`src/design/symbolic_port_id_mapper_unit_defines.svh`:
```
// assertion macros used by the port id mapper top level
`ifndef SYMBOLIC_PORT_ID_MAPPER_UNIT_DEFINES_SVH
`define SYMBOLIC_PORT_ID_MAPPER_UNIT_DEFINES_SVH

// same-cycle implication
`define SPIM_ASSERT_NOW(lbl, clk, rst_n, ante, cons) \
	lbl: assert property (@(posedge clk) disable iff (!(rst_n)) (ante) |-> (cons)) \
		else $error("spim same-cycle check failed");

// next-cycle implication
`define SPIM_ASSERT_NEXT(lbl, clk, rst_n, ante, cons) \
	lbl: assert property (@(posedge clk) disable iff (!(rst_n)) (ante) |=> (cons)) \
		else $error("spim next-cycle check failed");

`endif

```
`src/design/spim_pkg.sv`:
```
// shared types and constants for the port id mapper
package spim_pkg;

	localparam logic [1:0] STATUS_MAPPED = 2'd0;
	localparam logic [1:0] STATUS_PASS   = 2'd1;
	localparam logic [1:0] STATUS_FAIL   = 2'd2;

	localparam logic [7:0] CHAR_NUL  = 8'h00;
	localparam logic [7:0] CHAR_PLUS = 8'h2B;

	localparam logic [7:0] SUBPORT_MAX = 8'd15;

	typedef struct packed {
		logic [7:0] char_code;
		logic       last_char;
		logic [7:0] rollup_subport;
	} item_t;

	typedef struct packed {
		logic [1:0]  status;
		logic [16:0] port_number;
	} result_t;

	typedef struct packed {
		logic go;
		logic ends;
	} step_ctl_t;

endpackage

```
`src/design/symbolic_port_id_mapper_unit.sv`:
```
// top level of the symbolic port id mapper
//
//   channel   direction  payload              transfer when
//   item      in         spim_pkg::item_t     item_valid && !item_stall
//   result    out        spim_pkg::result_t   result_valid && !result_stall
//
// one item per cycle unless a name-ending item waits; its result loads as it leaves stage s1
// one register stage before and one after the combinational parse logic
// a name ending item waits in the input stage while the result register is full and stalled
// reset clears the parse state and both valid flags
`include "symbolic_port_id_mapper_unit_defines.svh"

module symbolic_port_id_mapper_unit (
	input  logic               clk,
	input  logic               arst_n,
	input  logic               item_valid,
	output logic               item_stall,
	input  spim_pkg::item_t    item,
	output logic               result_valid,
	input  logic               result_stall,
	output spim_pkg::result_t  result
);

	logic                valid_s1;
	logic                ends_s1;
	logic                out_free;
	spim_pkg::item_t     item_s1;
	spim_pkg::result_t   res;
	spim_pkg::step_ctl_t ctl;
	logic                res_load;
	logic                res_taken;
	logic                item_taken;
	logic                res_unmapped;
	logic                port_clear;

	assign ctl.ends = ends_s1;
	assign ctl.go   = valid_s1 && (!ends_s1 || out_free);

	assign res_load     = ctl.go && ctl.ends;
	assign res_taken    = result_valid && !result_stall;
	assign item_taken   = item_valid && !item_stall;
	assign res_unmapped = result_valid && (result.status != spim_pkg::STATUS_MAPPED);
	assign port_clear   = (result.port_number == 17'd0);

	spim_in_stage u_in (
		.clk        (clk),
		.arst_n     (arst_n),
		.item_valid (item_valid),
		.item_stall (item_stall),
		.item       (item),
		.go         (ctl.go),
		.valid_s1   (valid_s1),
		.ends_s1    (ends_s1),
		.item_s1    (item_s1)
	);

	spim_parse u_parse (
		.clk     (clk),
		.arst_n  (arst_n),
		.ctl     (ctl),
		.item_s1 (item_s1),
		.res     (res)
	);

	spim_out_stage u_out (
		.clk          (clk),
		.arst_n       (arst_n),
		.load         (res_load),
		.res          (res),
		.out_free     (out_free),
		.result_valid (result_valid),
		.result_stall (result_stall),
		.result       (result)
	);

	`SPIM_ASSERT_NOW(a_port_zero_unless_mapped, clk, arst_n, res_unmapped, port_clear)
	`SPIM_ASSERT_NOW(a_no_result_overwrite, clk, arst_n, res_load, !result_valid || !result_stall)
	`SPIM_ASSERT_NEXT(a_result_drains, clk, arst_n, res_taken && !res_load, !result_valid)
	`SPIM_ASSERT_NEXT(a_item_lands, clk, arst_n, item_taken, valid_s1)

endmodule

```
`src/design/spim_in_stage.sv`:
```
// input register stage holding one character item
module spim_in_stage (
	input  logic           clk,
	input  logic           arst_n,
	input  logic           item_valid,
	output logic           item_stall,
	input  spim_pkg::item_t item,
	input  logic           go,
	output logic           valid_s1,
	output logic           ends_s1,
	output spim_pkg::item_t item_s1
);

	logic load;

	assign item_stall = valid_s1 && !go;
	assign load       = item_valid && !item_stall;
	assign ends_s1    = (item_s1.char_code == spim_pkg::CHAR_NUL) || item_s1.last_char;

	always_ff @(posedge clk or negedge arst_n) begin
		if (!arst_n) begin
			valid_s1 <= 1'b0;
		end else if (load) begin
			valid_s1 <= 1'b1;
		end else if (go) begin
			valid_s1 <= 1'b0;
		end
	end

	always_ff @(posedge clk) begin
		if (load) begin
			item_s1 <= item;
		end
	end

endmodule

```
`src/design/spim_parse.sv`:
```
// name parser state and end-of-name port mapping
module spim_parse (
	input  logic               clk,
	input  logic               arst_n,
	input  spim_pkg::step_ctl_t ctl,
	input  spim_pkg::item_t    item_s1,
	output spim_pkg::result_t  res
);

	typedef enum logic [2:0] {
		PH_EMPTY  = 3'd0,
		PH_SYM_X  = 3'd1,
		PH_SYM_XY = 3'd2,
		PH_SYM_N  = 3'd3,
		PH_SYM_P  = 3'd4,
		PH_NUM_D  = 3'd5,
		PH_NUM_P  = 3'd6,
		PH_PASS   = 3'd7
	} phase_t;

	phase_t      phase_q, n_phase;
	logic [2:0]  pos_q, n_pos;
	logic [4:0]  first_q, n_first;
	logic [5:0]  second_q, n_second;
	logic [3:0]  base_q, n_base;
	logic        roll_q, n_roll;
	logic [15:0] num_q, n_num;

	logic [7:0]  c;
	logic [7:0]  sub;
	logic        is_letter, is_digit, is_plus, is_lower;
	logic [3:0]  digit;
	logic [7:0]  upper;
	logic [7:0]  b10;
	logic [15:0] num10;
	logic [8:0]  bsum;
	logic        sym, rollup;

	assign c         = item_s1.char_code;
	assign sub       = item_s1.rollup_subport;
	assign is_lower  = (c >= 8'h61) && (c <= 8'h7A);
	assign is_letter = ((c >= 8'h41) && (c <= 8'h5A)) || is_lower;
	assign is_digit  = (c >= 8'h30) && (c <= 8'h39);
	assign is_plus   = (c == spim_pkg::CHAR_PLUS);
	assign digit     = c[3:0];
	assign upper     = is_lower ? (c - 8'h20) : c;
	assign b10       = {1'b0, base_q, 3'b000} + {3'b000, base_q, 1'b0} + {4'b0000, digit};
	assign num10     = {num_q[12:0], 3'b000} + {num_q[14:0], 1'b0} + {12'h000, digit};

	always_comb begin
		n_phase  = phase_q;
		n_pos    = pos_q;
		n_first  = first_q;
		n_second = second_q;
		n_base   = base_q;
		n_roll   = roll_q;
		n_num    = num_q;
		if (c != spim_pkg::CHAR_NUL) begin
			case (phase_q)
				PH_EMPTY: begin
					if (is_letter) begin
						n_first = upper[4:0];
						n_phase = PH_SYM_X;
					end else if (is_digit) begin
						n_num   = {12'h000, digit};
						n_phase = PH_NUM_D;
					end else if (is_plus) begin
						n_phase = PH_NUM_P;
					end else begin
						n_phase = PH_PASS;
					end
				end
				PH_SYM_X: begin
					if (is_letter || is_digit) begin
						n_second = upper[5:0];
						n_phase  = PH_SYM_XY;
					end else begin
						n_phase = PH_PASS;
					end
				end
				PH_SYM_XY: begin
					if (is_digit) begin
						n_base  = digit;
						n_phase = PH_SYM_N;
					end else if (is_plus) begin
						n_roll  = 1'b1;
						n_phase = PH_SYM_P;
					end else begin
						n_phase = PH_PASS;
					end
				end
				PH_SYM_N: begin
					if (is_digit && (pos_q == 3'd3)) begin
						if (b10 > spim_pkg::SUBPORT_MAX) begin
							n_phase = PH_PASS;
						end else begin
							n_base = b10[3:0];
						end
					end else if (is_plus) begin
						n_roll  = 1'b1;
						n_phase = PH_SYM_P;
					end else begin
						n_phase = PH_PASS;
					end
				end
				PH_NUM_D: begin
					if (is_digit) begin
						n_num = num10;
					end else if (is_plus) begin
						n_phase = PH_NUM_P;
					end else begin
						n_phase = PH_PASS;
					end
				end
				default: begin
					n_phase = PH_PASS;
				end
			endcase
			if (pos_q != 3'd7) begin
				n_pos = pos_q + 3'd1;
			end
		end
	end

	// result for a name ending on this transfer
	assign sym    = (n_phase == PH_SYM_XY) || (n_phase == PH_SYM_N) || (n_phase == PH_SYM_P);
	assign rollup = n_roll || (n_phase == PH_SYM_XY);
	assign bsum   = {5'b00000, n_base} + {1'b0, sub};

	always_comb begin
		res.status      = spim_pkg::STATUS_PASS;
		res.port_number = '0;
		if (sym) begin
			if (((sub != 8'd0) && !rollup) || (bsum > {1'b0, spim_pkg::SUBPORT_MAX})) begin
				res.status = spim_pkg::STATUS_FAIL;
			end else begin
				res.status      = spim_pkg::STATUS_MAPPED;
				res.port_number = {1'b0, (bsum > 9'd7) ? 2'b10 : 2'b01,
					n_first, n_second, bsum[2:0]};
			end
		end else if (n_phase == PH_NUM_P) begin
			if (sub > spim_pkg::SUBPORT_MAX) begin
				res.status = spim_pkg::STATUS_FAIL;
			end else begin
				res.status      = spim_pkg::STATUS_MAPPED;
				res.port_number = {1'b0, n_num} + {9'h000, sub};
			end
		end else if (sub != 8'd0) begin
			res.status = spim_pkg::STATUS_FAIL;
		end
	end

	// state clears once a name ends
	always_ff @(posedge clk or negedge arst_n) begin
		if (!arst_n) begin
			phase_q  <= PH_EMPTY;
			pos_q    <= 3'd0;
			first_q  <= 5'd0;
			second_q <= 6'd0;
			base_q   <= 4'd0;
			roll_q   <= 1'b0;
			num_q    <= 16'd0;
		end else if (ctl.go) begin
			if (ctl.ends) begin
				phase_q  <= PH_EMPTY;
				pos_q    <= 3'd0;
				first_q  <= 5'd0;
				second_q <= 6'd0;
				base_q   <= 4'd0;
				roll_q   <= 1'b0;
				num_q    <= 16'd0;
			end else begin
				phase_q  <= n_phase;
				pos_q    <= n_pos;
				first_q  <= n_first;
				second_q <= n_second;
				base_q   <= n_base;
				roll_q   <= n_roll;
				num_q    <= n_num;
			end
		end
	end

endmodule

```
`src/design/spim_out_stage.sv`:
```
// result register on the output channel
module spim_out_stage (
	input  logic               clk,
	input  logic               arst_n,
	input  logic               load,
	input  spim_pkg::result_t  res,
	output logic               out_free,
	output logic               result_valid,
	input  logic               result_stall,
	output spim_pkg::result_t  result
);

	logic              valid_q;
	spim_pkg::result_t result_q;

	assign out_free     = !valid_q || !result_stall;
	assign result_valid = valid_q;
	assign result       = result_q;

	always_ff @(posedge clk or negedge arst_n) begin
		if (!arst_n) begin
			valid_q <= 1'b0;
		end else if (load) begin
			valid_q <= 1'b1;
		end else if (!result_stall) begin
			valid_q <= 1'b0;
		end
	end

	always_ff @(posedge clk) begin
		if (load) begin
			result_q <= res;
		end
	end

endmodule
```
`config.mk`:
```
export PLATFORM = sky130hd
export DESIGN_NAME = symbolic_port_id_mapper_unit
export DESIGN_NICKNAME = d
export VERILOG_FILES = /design/src/design/spim_pkg.sv /design/src/design/symbolic_port_id_mapper_unit.sv /design/src/design/spim_in_stage.sv /design/src/design/spim_parse.sv /design/src/design/spim_out_stage.sv
export VERILOG_INCLUDE_DIRS = /design/src /design/src/design
export SDC_FILE = /design/constraint.sdc
export NUM_CORES = 1
export LEC_CHECK = 0
export ABC_AREA = 1
export BUFFER_PORTS_ARGS = -buffer_cell sky130_fd_sc_hd__buf_2
export CORE_MARGIN = 2
export CORE_UTILIZATION = 23
export CTS_BUF_LIST = sky130_fd_sc_hd__clkbuf_8
export DETAILED_ROUTE_END_ITERATION = 8
export PLACE_DENSITY = 0.45
export SLEW_MARGIN = 20
export SYNTH_ARGS = -nofsm -noshare
export SYNTH_HDL_FRONTEND = slang
export SYNTH_SLANG_ARGS = --single-unit
```
`constraint.sdc`:
```
create_clock -name clk -period 6.15 [get_ports clk]
set_clock_uncertainty 0.15 [all_clocks]
set_input_delay 0.3075 -clock clk [delete_from_list [all_inputs] [get_ports clk]]
set_output_delay 0.3075 -clock clk [all_outputs]
set_load 0.03 [all_outputs]
```
==> results of run 1 <==
## how the worst max path moves through the flow
| stage | from | end | slack, ns |
|---|---|---|---|
| final | u_in.item_s1[12] | u_out.result[3] | 1.39 |
| after global routing | u_in.item_s1[12] | u_out.result[3] | 0.92 |
| after CTS | u_in.item_s1[12] | u_out.result[3] | 1.40 |
| after detailed placement | u_in.item_s1[12] | u_out.result[3] | 1.42 |
| after global placement | u_in.item_s1[12] | u_out.result[3] | 1.46 |
| after floorplan | u_in.item_s1[12] | u_out.result[18] | 1.98 |
## registers in the layout, indices dropped and copies added, names as in the netlist
register,cells
u_parse.base_q,4
u_parse.pos_q,3
u_parse.num_q,16
u_in.item_s1,17
u_parse.second_q,6
u_out.result,19
u_in.valid_s1,1
u_out.result_valid,1
u_parse.phase_q,3
u_parse.roll_q,1
u_parse.first_q,5
## per-layer routing
layer  vias to the layer above  wire length, um  track usage [%]
li1                       2618                -                -
met1                      2409             8480             18.5
met2                       113             7740             22.1
met3                        19              858             3.18
met4                         0              257             3.31
met5                         -                0                0
## timing repair
item                      4_1_cts  5_1_grt
hold endpoints to repair       59        0
hold buffers                   20        0
setup buffers                   0        0
## kinds of logic after synthesis
family / after synthesis / share of synthesized area (%)
DFF: 76 / 35.4
and+or+nand+nor: 365 / 29.0
buffers and inverters: 135 / 9.11
xor gates and xnor gates: 8 / 1.19
AOI/OAI and AO/OA: 123 / 12.8
adders and majority gates: 55 / 12.5
## worst max-delay path: cells and delay by family, from the launching register on
family	cells	cell delay [ns]
fa+ha+maj	4	1.54
simple gates	12	1.52
flops	1	0.61
compound gates	3	0.42
buf+inv	5	0.38
## power groups by stage
stage / clock (mW) / sequential [mW] / combinational (mW)
final: 0.469 / 0.630 / 0.642
after global routing: 0.500 / 0.638 / 0.721
after CTS: 0.483 / 0.630 / 0.644
after detailed placement: 0 / 0.641 / 0.631
after global placement: 0 / 0.642 / 0.636
after floorplan: 0 / 0.641 / 0.469
## stage by stage
step                      utilization, %  instances  instance area [um2]
final                               27.3       1160                 6870
after global routing                27.3       1160                 6870
after CTS                           27.3       1160                 6860
after detailed placement            25.6       1124                 6430
after global placement              25.6       1124                 6430
after floorplan                        -        762                 5880
## synthesized netlist by cell type, types with 3 or more instances
cell type	number
sky130_fd_sc_hd__o21ai_2	11
sky130_fd_sc_hd__o21ai_0	43
sky130_fd_sc_hd__inv_1	112
sky130_fd_sc_hd__nor2_4	5
sky130_fd_sc_hd__nor2_1	53
sky130_fd_sc_hd__buf_6	3
sky130_fd_sc_hd__dfrtp_1	40
sky130_fd_sc_hd__buf_2	4
sky130_fd_sc_hd__nand2_2	11
sky130_fd_sc_hd__nor2_2	11
sky130_fd_sc_hd__edfxtp_1	36
sky130_fd_sc_hd__nand2_1	196
sky130_fd_sc_hd__or2_2	6
sky130_fd_sc_hd__nand3_4	3
sky130_fd_sc_hd__a21o_1	3
sky130_fd_sc_hd__o211ai_1	3
sky130_fd_sc_hd__xor2_1	6
sky130_fd_sc_hd__nor3_1	3
sky130_fd_sc_hd__o22ai_1	20
sky130_fd_sc_hd__nand3_1	55
sky130_fd_sc_hd__nand3_2	4
sky130_fd_sc_hd__a21oi_1	29
sky130_fd_sc_hd__inv_2	12
sky130_fd_sc_hd__ha_1	49
sky130_fd_sc_hd__nand2_4	4
sky130_fd_sc_hd__o21bai_1	4
sky130_fd_sc_hd__fa_1	6
sky130_fd_sc_hd__nand4_1	6
## cell type report
cell class / instances / area, um2
fill: 2795 / 18200
multi-input combinational: 551 / 3260
sequential: 76 / 2080
inverter: 126 / 474
tap: 330 / 413
timing repair buffer: 61 / 408
clock buffer: 9 / 124
clock inverter: 7 / 108
## placed cells by master (no fill, tap or decap), types with 9 or more instances in the layout
cell	n
sky130_fd_sc_hd__edfxtp_1	36
sky130_fd_sc_hd__nand3_1	55
sky130_fd_sc_hd__buf_2	40
sky130_fd_sc_hd__o21ai_0	43
sky130_fd_sc_hd__nor2_2	11
sky130_fd_sc_hd__dlygate4sd3_1	20
sky130_fd_sc_hd__nand2_2	11
sky130_fd_sc_hd__inv_1	113
sky130_fd_sc_hd__inv_2	12
sky130_fd_sc_hd__nand2_1	196
sky130_fd_sc_hd__ha_1	49
sky130_fd_sc_hd__a21oi_1	29
sky130_fd_sc_hd__o21ai_2	11
sky130_fd_sc_hd__clkbuf_8	9
sky130_fd_sc_hd__nor2_1	53
sky130_fd_sc_hd__o22ai_1	20
sky130_fd_sc_hd__dfrtp_1	40
==> parameters.txt, run 1 <==
Parameter                              Value

Status
  Result of the run ... complete, no violations

Placement
  Post-Place Worst Slack ... 1.42 ns
  Detailed placement HPWL ... 13,500 um
  Total of buffers placed on input and output ports ... 41
  RD Place Congestion ... 0.855

STA
  Worst Max-Slew Pin Slew ... 1.05 ns
  RSZ-0062 raised after global routing ... false
  Max transition margin ... 29.8%
  Number of max-slew violations in the final report ... 0
  Period utilization ... 77.5%
  Sum Neg Setup Slack ... 0 ns
  Final worst-path setup slack ... 1.39 ns
  Hold_ws ... 0.333 ns
  Min cycle time layout ... 4.76 ns
  Top achievable clock speed ... 210 MHz
  Number of endpoints with negative hold slack in the final report ... 0
  Total setup violations reported at the end of the flow ... 0

Setup path
  Slowest cell on the critical path ... sky130_fd_sc_hd__edfxtp_1
  Worst path most repeated cell ... sky130_fd_sc_hd__nand2_1
  Reg-to-Reg End ... u_out.result[3]
  Worst Path Class, Setup ... flop to flop
  Worst Reg2Reg Path Length in Cells ... 24
  Worst Path Max Fanout ... 13
  Arrival time at the worst endpoint ... 4.84 ns
  Type of element launching the critical path ... flop
  Element type at the critical path end ... flop
  Cell-by-cell trace of the critical path ... inv_2 > fa_1 > fa_1 > nor2_1 > nand2_1 > nand2_1 > nand2_1 > nor2_2 > inv_1 > nor2_1 > inv_1 > nand2_1 > o21ai_0 > inv_1 > ha_1 > inv_1 > fa_1 > nor2_1 > a211oi_1 > nor4b_1 > nand2_1 > nand2_1 > nand3_4 > o21ai_0
  Reg-to-reg critical path startpoint ... u_in.item_s1[12]
  Slack of the worst reg-to-reg path ... 1.39 ns
  Worst stage delay on the critical path ... 0.61 ns
  Endpoint required time on the critical path ... 6.22 ns

Synth
  Avg Synthesized Cell Area ... 7.71 um2
  Mapped Nets ... 838
  Mapped cell area ... 5880 um2
  Dominant register cell in the synthesized netlist ... sky130_fd_sc_hd__dfrtp_1
  Share of async-settable or async-resettable flops after synthesis ... 52.6%
  Number of warning messages in the yosys log ... 0
  Largest area contributor in the netlist ... sky130_fd_sc_hd__edfxtp_1
  Cell types occupying the most area after synthesis ... sky130_fd_sc_hd__edfxtp_1 18%, sky130_fd_sc_hd__dfrtp_1 17%, sky130_fd_sc_hd__nand2_1 13%, sky130_fd_sc_hd__ha_1 10%, sky130_fd_sc_hd__inv_1 7.2%
  Number of synthesized flops with an enable pin ... 36
  Post-synthesis instance total ... 762
  Share of the synthesized area in the top cell type ... 18.4%
  Fraction of the yosys area taken by sequential cells ... 35.4%
  Register bit total from synthesis ... 76
  Count of cell types in the netlist ... 47

Final layout
  Antenna cell count ... 0
  Net count reported at finish ... 901
  Layout cells sized above 1 ... 15.4%
  Post-synthesis to final-layout area growth ... 16.9%

CTS
  Register clock-pin slew on the reported worst setup and hold paths ... 0.08 ns
  Number of levels in the clock H-tree ... 3
  Skew-Pair Late Insertion Delay ... 0.38 ns
  Worst-case clock buffer depth ... 2
  Total clock buffers created by CTS ... 9
  Clock root buffer ... sky130_fd_sc_hd__clkbuf_8
  TritonCTS Sinks ... 76
  TritonCTS clock tree ... done
  CTS-repair resized insts ... 0

Pwr
  Internal Power ... 1.05 mW
  Flop pwr share ... 36.2%
  Total power ... 1.74 mW
  Leakage power summed over all cells ... 3.30 nW
  Net Sw Frac ... 39.5%
  Net Sw Power ... 687 uW
  Logic gate share of total power ... 36.9%
  Maximum vdd drop ... 113 uV
  Power density cells ... 254 nW/um2
  Clock power share ... 26.9%

Floorplan
  Die area ... 26,800 um2
  Floorplan core area ... 25,100 um2
  Total I/O pin count ... 42
  Chip height ... 164 um
  Effective utilization at floorplan ... 23.4%
  Horizontal die dimension ... 164 um
  Row cnt ... 58

Global routing
  Global-route wire length before repair ... 28,200 um
  Global route total overflow ... 0
  Via count of the first global-routing pass ... 5,189
  Total global routing track utilization ... 13.7%
  Number of antenna violations at the first check in global routing ... 0
  Maximum number of pins on one net before global-route repair ... 41

Hold path
  Class of the worst hold path ... primary input to async pin

Detailed routing
  Drt total wl ... 17,300 um
  Vias ... 5,159
  Final routed DRC violation total ... 0
  Ratio of routed vias to standard cells ... 4.45
  Count of routing violations after the opening detailed-route iteration ... 318
  Post-route antenna net violation count ... 0
  Length of the first detailed-routing pass in iterations ... 5
  Post-detailed-route wirelength per cell ... 14.9 um

Job
  Max capacitance violation total ... 0
(Power assumes the default switching activity.)
==> inputs of run 2 (changes only) <==
clock period = 4.6 ns   (was 6.15 ns; I/O delays follow)
==> run 2 against run 1 <==
  * Clock power is 38% higher
  * Core utilization is 0.64 points higher
  * Combinational power is 41% higher
  * Critical path depth is 2 lower
  * Sequential share of layout area is 0.70 points lower
  * Register-to-register slack worse by 1.2 ns
  * Via count is 0.58% higher
  * Setup slack worse by 1.2 ns
  * Fmax is 9.1% higher
==> parameters.txt, run 2 (synthesis results as in run 1) <==
Parameter                              Value

Status
  Result of the run ... complete, no violations

Final layout
  Fillers ... 2,785 (-0.36%)
  Register cell area after layout ... 2080 um2 (unchanged)
  Most frequent cells in the layout ... 193 x sky130_fd_sc_hd__nand2_1, 111 x sky130_fd_sc_hd__inv_1, 55 x sky130_fd_sc_hd__nand3_1
  Post-layout util ... 28.0% (+0.64 points)
  Largest register FFs ... 19 (unchanged)
  Antenna cell count ... 0 (unchanged)
  Final design instance area without fill ... 7030 um2 (+2.4%)
  Net count reported at finish ... 915 (+1.6%)
  Area occupied by multi-input gates ... 3310 um2 (+1.5%)
  Post-synthesis to final-layout area growth ... 19.6%
  Non-filler cells in the finished layout ... 1,174 (+1.2%)
  Layout cells sized above 1 ... 18.2% (+2.8 points)
  Commonest non-fill, non-tap cell in the layout ... sky130_fd_sc_hd__nand2_1

CTS
  TritonCTS Sinks ... 76 (unchanged)
  Register clock-pin slew on the reported worst setup and hold paths ... 0.09 ns (about the same)
  Total clock buffers created by CTS ... 9 (unchanged)
  Clock root buffer ... sky130_fd_sc_hd__clkbuf_8
  Number of levels in the clock H-tree ... 3 (unchanged)
  TritonCTS clock tree ... done
  Worst-case clock buffer depth ... 2 (unchanged)
  Skew-Pair Late Insertion Delay ... 0.38 ns (about the same)

STA
  Sum Neg Setup Slack ... 0 ns (unchanged)
  RSZ-0062 raised after global routing ... false
  Total setup violations reported at the end of the flow ... 0 (unchanged)
  Min cycle time layout ... 4.37 ns (-0.397 ns)
  Worst Max-Slew Pin Slew ... 0.635 ns (-0.419 ns)
  Period utilization ... 94.9% (+17 points)
  Max transition margin ... 57.6% (+28 points)
  Top achievable clock speed ... 229 MHz (+9.1%)
  Final worst-path setup slack ... 0.232 ns (-1.15 ns)
  Number of endpoints with negative hold slack in the final report ... 0 (unchanged)
  Hold_ws ... 0.300 ns (-0.0332 ns)
  Number of max-slew violations in the final report ... 0 (unchanged)

Placement
  Detailed placement HPWL ... 13,700 um (+1.3%)
  Total of buffers placed on input and output ports ... 41 (unchanged)
  Cell count after placement ... 1,133 (+0.80%)
  Cell area reported after detailed placement ... 6500 um2 (+1.1%)
  RD Place Congestion ... 0.835 (-2.4%)
  Post-Place Worst Slack ... 0.235 ns (-1.19 ns)

Floorplan
  Effective utilization at floorplan ... 23.4% (unchanged)
  Row cnt ... 58 (unchanged)
  Die area ... 26,800 um2 (unchanged)
  Total I/O pin count ... 42 (unchanged)
  Horizontal die dimension ... 164 um (unchanged)
  Floorplan core area ... 25,100 um2 (unchanged)
  Chip height ... 164 um (unchanged)

Setup path
  Element type at the critical path end ... flop
  Gate family responsible for the most delay along the worst path ... adder cells
  Worst Path Max Fanout ... 8 (-5)
  Crit path to ... u_out.result[15]
  Reg-to-reg critical path startpoint ... u_in.item_s1[12]
  Cell-by-cell trace of the critical path ... buf_4 > fa_1 > inv_1 > fa_1 > inv_1 > nand2_1 > nand2_1 > nand2_1 > xor2_1 > o22ai_1 > ha_1 > a21o_1 > nor2_1 > nand2_1 > a21oi_1 > a21oi_2 > nand2_1 > nor2_2 > nand3_1 > nand2_1 > nand3_1 > nand2_1
  Reg-to-Reg End ... u_out.result[15]
  Worst Reg2Reg Path Length in Cells ... 22 (-8.3%)
  Buffers & Inverters on Critical Path ... 3 (-2)
  Slowest cell on the critical path ... sky130_fd_sc_hd__fa_1
  Endpoint required time on the critical path ... 4.59 ns (-1.63 ns)
  Arrival time at the worst endpoint ... 4.36 ns (-0.48 ns)
  Slack of the worst reg-to-reg path ... 0.23 ns (-1.15 ns)
  CP Launch Point ... u_in.item_s1[12]
  Worst path most repeated cell ... sky130_fd_sc_hd__nand2_1
  Worst Path Class, Setup ... flop to flop
  Worst stage delay on the critical path ... 0.57 ns (-0.04 ns)
  Critical Path Stages ... 22 (-8.3%)
  Type of element launching the critical path ... flop

Pwr
  Leakage power summed over all cells ... 3.37 nW (+2.0%)
  Power density cells ... 340 nW/um2 (+34%)
  Total power ... 2.39 mW (+37%)
  Maximum vdd drop ... 173 uV (+53%)

Detailed routing
  Final routed DRC violation total ... 0 (unchanged)
  Length of the first detailed-routing pass in iterations ... 5 (unchanged)
  Post-detailed-route wirelength per cell ... 15.3 um (+2.1%)
  Ratio of routed vias to standard cells ... 4.42 (-0.62%)
  Drt total wl ... 17,900 um (+3.3%)
  Vias ... 5,189 (+0.58%)
  Count of routing violations after the opening detailed-route iteration ... 276 (-13%)
  Post-route antenna net violation count ... 0 (unchanged)

Global routing
  Maximum number of pins on one net before global-route repair ... 41 (unchanged)
  GRT met3 Usage ... 2.45% (-0.73 points)
  Number of antenna violations at the first check in global routing ... 0 (unchanged)
  Met1 GRT Util ... 18.9% (+0.44 points)
  Most Used Layer, Global Route ... met2
  Total global routing track utilization ... 13.8% (+0.080 points)
  Global-route wire length before repair ... 28,200 um (-0.15%)
  Met2 track demand over resource ... 22.1% (about the same)
  Global route total overflow ... 0 (unchanged)
  Via count of the first global-routing pass ... 5,152 (-0.71%)

Hold path
  Class of the worst hold path ... primary input to async pin

Job
  Max capacitance violation total ... 0 (unchanged)
[run 2: timing repair]
item	4_1_cts	5_1_grt
hold buffers	20	0
hold endpoints to repair	59	0
setup endpoints to repair	0	17
resized for setup	0	12
buffers inserted	0	4
[run 2: how the worst min path moves through the flow]
stage | from | to | slack (ns) | cells past startpoint
2_1_floorplan | arst_n | u_in.valid_s1 | -0.22 | 0
3_3_place_gp | arst_n | u_parse.num_q[10] | 0.22 | 2
3_5_place_dp | arst_n | u_parse.num_q[10] | 0.23 | 2
4_1_cts | arst_n | u_parse.num_q[11] | 0.33 | 3
5_1_grt | arst_n | u_parse.num_q[10] | 0.38 | 3
6_report | arst_n | u_parse.num_q[10] | 0.30 | 3
[run 2: power by group]
group | internal, mW | leakage (nW) | switching (mW)
logic | 0.282 | 2.36 | 0.621
clock network | 0.364 | 0.124 | 0.283
registers | 0.778 | 0.891 | 0.0619
total | 1.42 | 3.37 | 0.965
[run 2: layout make-up]
cell class              instances  share of cell area [%]
repair buffers                 74                    7.16
multi-input cells             552                    47.1
clock inverters                 7                    1.78
inverters                     126                    6.75
well taps                     330                    5.88
clock buffers                   9                    1.76
flip-flops and latches         76                    29.6
[run 2: metal layers]
metal | vias to the layer above | routed length [um]
met5 | - | 0
met4 | 0 | 336
met3 | 20 | 703
met2 | 122 | 8080
met1 | 2393 | 8780
li1 | 2654 | -
[run 2: worst min-delay path, stage by stage]
cell and delay [ns]:
sky130_fd_sc_hd__dlygate4sd3_1 0.51, sky130_fd_sc_hd__buf_2 0.10, sky130_fd_sc_hd__buf_4 0.45
